<file path="src/hdl/ale_pkg.sv">
// Package for the array list engine: opcodes and the cell control word.
// No dependencies; used by ale_cell, array_list_engine_core and tb_top.
package ale_pkg;

  localparam logic [3:0] OP_INS_SORTED = 4'd0;
  localparam logic [3:0] OP_INS_FIRST  = 4'd1;
  localparam logic [3:0] OP_INS_LAST   = 4'd2;
  localparam logic [3:0] OP_INS_AT     = 4'd3;
  localparam logic [3:0] OP_DEL_FIRST  = 4'd4;
  localparam logic [3:0] OP_DEL_LAST   = 4'd5;
  localparam logic [3:0] OP_DEL_AT     = 4'd6;
  localparam logic [3:0] OP_DEL_FMATCH = 4'd7;
  localparam logic [3:0] OP_DEL_LMATCH = 4'd8;
  localparam logic [3:0] OP_DEL_ALL    = 4'd9;
  localparam logic [3:0] OP_CONTAINS   = 4'd10;
  localparam logic [3:0] OP_FIND       = 4'd11;
  localparam logic [3:0] OP_COUNT      = 4'd12;
  localparam logic [3:0] OP_CLEAR      = 4'd13;

  // Per-cycle command word, one for each cell.
  typedef struct packed {
    logic        load;   // hold word from left neighbor (shift right)
    logic        pull;   // take word from right neighbor (shift left)
    logic        put;    // write the new value
  } cell_ctl_t;

endpackage

</file>
<file path="src/hdl/ale_cell.sv">
// One storage cell of the list: holds one 32-bit entry and moves it to a
// neighbor on command. Depends on ale_pkg.
module ale_cell import ale_pkg::*; (
  input  logic               clk,
  input  cell_ctl_t          ctl,
  input  logic signed [31:0] left_word,
  input  logic signed [31:0] right_word,
  input  logic signed [31:0] new_word,
  output logic signed [31:0] word
);

  always_ff @(posedge clk) begin
    if (ctl.put) begin
      word <= new_word;
    end else if (ctl.load) begin
      word <= left_word;
    end else if (ctl.pull) begin
      word <= right_word;
    end
  end

endmodule

</file>
<file path="config.mk">
export PLATFORM = sky130hd
export DESIGN_NAME = ale_cell
export DESIGN_NICKNAME = d
export VERILOG_FILES = /design/src/hdl/ale_pkg.sv /design/src/hdl/ale_cell.sv
export SDC_FILE = /design/constraint.sdc
export NUM_CORES = 1
export LEC_CHECK = 0
export BUFFER_PORTS_ARGS = -buffer_cell sky130_fd_sc_hd__buf_4
export CORE_MARGIN = 2
export CORE_UTILIZATION = 39
export DETAILED_ROUTE_END_ITERATION = 10
export PLACE_DENSITY = 0.83
export SLEW_MARGIN = 20
export SYNTH_ARGS = -nofsm -noshare
export SYNTH_HDL_FRONTEND = slang
export SYNTH_SLANG_ARGS = --single-unit
</file>
<file path="constraint.sdc">
create_clock -name clk -period 2.2 [get_ports clk]
set_input_delay 0.44 -clock clk [delete_from_list [all_inputs] [get_ports clk]]
set_output_delay 0.44 -clock clk [all_outputs]
set_load 0.03 [all_outputs]
</file>
Word level (Yosys, flattened, before mapping)
Cells that the tools add are included.

Bits in registers: 32. Input bits: 100.

Multiplexer cells: 3. Reduce and logical (&&, ||, !) cells: 1.

Operators with widths (count): two-way mux 32 bit (3); nonzero test 3 bit (1).

Longest topological paths before layout
Depth after elaboration: 3. Depth in mapped cells: 4.

Least setup slack after synthesis
OpenSTA, ideal clock, no wires.

Path kind: input port to flip-flop. Start: input port ctl[2] (netlist bit). End: register word[0] (enable). Arrival time: 1335 ps. Slack: 451 ps. Cell stages on the path: 2. Cells stage by stage: buf_6 or3_1.

Word-level cells in the longest chain between the ends: 1.

Ends and longest elaborated chain: start, declared (line ale_cell.sv:5) `input cell_ctl_t ctl,`; nonzero test 3 bit (no line); end signal, assigned (line ale_cell.sv:14) `word <= new_word;`; end signal, assigned (line ale_cell.sv:16) `word <= left_word;`; end signal, assigned (line ale_cell.sv:18) `word <= right_word;`; end, declared (line ale_cell.sv:9) `output logic signed [31:0] word`.

Every way passes these cells. A chain may end at the register's enable or synchronous reset.

Worst setup path in the final report
Start: register word[30]. End: output port word[30].

No word-level cell between the ends.

==> metrics.log <==
INFO  metric count_of_synthesis_stage_warnings_from_yosys = 0
INFO  metric finalHoldViolCount = 0
INFO  metric fp.dieArea = ~0.0048 mm²
INFO  metric chipWidth = 69.50 µm
INFO  metric routed-via-count = 1495
INFO  metric finish.net_count = roughly 370
INFO  metric drive_above_1_share = between 50% and 60%
INFO  metric gp_congestion = 0.7260
INFO  metric post-route-min-period = 1272 ps
INFO  metric drt_first_pass_iters = 4
INFO  metric boundaryPins = about 130
INFO  metric antenna_cells = 0
INFO  metric synthesis.instances = 140
INFO  metric synth.net_count = 240
INFO  metric design_power_total = 1695 µW
INFO  metric largest_reg_flops = 32
INFO  metric slew_margin_rel = a little under 80%
INFO  metric final_antenna_net_count = 0
INFO  metric cts_tree = built
INFO  metric delay_of_the_slowest_cell_on_the_worst_path = ~380 ps
INFO  metric drt_iter0_drc = slightly above 80
INFO  metric outcome = completed
INFO  metric layout-area-overhead-vs-synth = 63.72%
INFO  metric cp_data_required_time = 1760 ps
INFO  metric timing.final.crit_share = between 50 and 60%
INFO  metric start_kind = flop
INFO  metric worst_ep_arrival_time = between 800 and 900 ps
INFO  metric syn_area_per_cell = approximately 12 µm²
INFO  metric p_leak = 0.001342 µW
INFO  metric synthesis.area = between 0.0015 and 0.002 mm²
INFO  metric critPathSlowestCell = edfxtp_1
INFO  metric die_height = approximately 69 µm
INFO  metric post_cts_resize_count = 0
INFO  metric synth.yosys.seq_area_share = between 50% and 60%
INFO  metric core_ar = roughly 0.0041 mm²
INFO  metric worst_pin_slew = around 340 ps
INFO  metric cellPowerDensity = between 600 and 700 mW/mm²
INFO  metric start_util = about two fifths
INFO  metric timing_max_transition_violations_final = 0
INFO  metric cts-hold-fix-buffers = 0
INFO  metric post_synthesis_register_bit_count = 32
INFO  metric clk_root_buffer_cell = clkbuf_8
INFO  metric sum_of_negative_setup_slack = 0 ps
INFO  metric holdCritStartpoint = new_word[15]
INFO  metric globalRoute.totalOverflow = 0
INFO  metric netlist-cell-type-count = 10
INFO  metric routed_wirelength_normalized_by_instance_count = 13.17 µm
INFO  metric worstHoldPathCells = 3
INFO  metric cpLargestDelayFamily = flip-flops
INFO  metric pin_count_of_the_biggest_net_entering_global_routing = 39
INFO  metric worstPathCellList = buf_4
INFO  metric globalRouteTotalUtil = ~18%
INFO  metric commonest_cells_after_routing_fill_and_taps_aside = 134 x buf_4, 32 x mux2i_1, 32 x nand2_1, 32 x edfxtp_1, 30 x o21ai_1
INFO  metric cp.buffers_inverters = 1
INFO  metric cts_made_buffers = 5
INFO  metric post-route-util = between 60% and 70%
INFO  metric maxCapViolCount = 0
INFO  metric first_global_vias = between 1000 and 1500
INFO  metric hold-path-endpoint = word[15]
INFO  metric type_of_the_tightest_min_delay_check = input port to flop
INFO  metric register_with_the_highest_flop_count = word
INFO  metric ctsHtreeMaxLevel = 2
INFO  metric wl = between 4000 and 5000 µm
INFO  metric setup_viol = 0
INFO  metric hpwlAfterDp = roughly 3400 µm
INFO  metric postCtsSetupRepairBufs = 0
INFO  metric timing_worst_setup_path_type = flop to output port
INFO  metric via_per_inst = 4.643
INFO  metric worstPathMaxFanout = 1
INFO  metric route.detailed.drc = 0
INFO  metric antenna_found_initial = 0
INFO  metric unrepaired_setup_endpoints_after_global_routing = false
INFO  metric rows = 23
INFO  metric clock_sink_count = 32
INFO  metric vdd_ir_drop_max = 338.7 µV
INFO  metric layout_top_registers = word: 32 flops
INFO  metric final_common_cell = buf_4
INFO  metric cp-end-kind = output port
INFO  metric first_pass_grt_wire_length = approximately 7000 µm
INFO  metric buffer_ports.inserted = 131
INFO  metric max-clock-path-buffers = 2
INFO  metric cts.reportedPaths.clkPinSlew = roughly 70 ps
INFO  metric max_freq = around 0.79 GHz
## stage by stage
step	area, µm²	cells	hold slack [ps]	setup WS (ps)
3_3_place_gp	2656	314	721.4	649.4
3_5_place_dp	2656	314	730.9	638.9
2_1_floorplan	1673	140	631.2	450.8
6_report	2739	322	449.3	928.1
5_1_grt	2739	322	439.2	889.2
4_1_cts	2739	322	441.2	918.5
## cells by family after synthesis
logic type      share of synthesized area [%]
simple gates                            7.555
compound gates                          9.573
mux                                     19.15
flops                                   57.44
buf+inv                                 6.283
## final cells by class
class | count | area (µm²)
clock buffers | 5 | 68.82
clock inverters | 3 | 13.76
flip-flops and latches | 32 | 960.9
well taps | 50 | 62.56
fillers | 336 | 1319
repair buffers | 135 | 1026
multi-input cells | 97 | 606.8
## where the power goes
group	internal, µW	leakage (µW)	switching (µW)
Sequential	752	0.000338	18.0
Clock	214	0.0000453	203
Combinational	246	0.000958	262
Total	1210	0.00134	483
## cell usage after synthesis, drive strengths merged
cell / instances / area [µm²]
mux2i: 32 / 320.3
or3: 1 / 6.260
clkbuf: 1 / 3.750
o21ai: 32 / 160.1
nand2: 32 / 120.1
buf: 10 / 101.4
edfxtp: 32 / 960.9
## per-layer routing
metal	GRT usage (%)	part of all wire (%)	vias to the layer above
met5	0	0	-
met4	5.882	1.8	0
met3	6.395	9.0	8
met2	31.84	53	81
met1	19.38	36	638
li1	-	-	768
## worst max path at each step
| stage | start | end | depth (start not counted) |
|---|---|---|---|
| floorplan | ctl[2] | word[0] | 2 |
| global placement | ctl[2] | word[17] | 3 |
| detailed placement | ctl[2] | word[13] | 3 |
| CTS | word[12] | word[12] | 1 |
| global route | word[18] | word[18] | 1 |
| finish | word[30] | word[30] | 1 |
No activity file was read; power rests on OpenSTA's default activity.
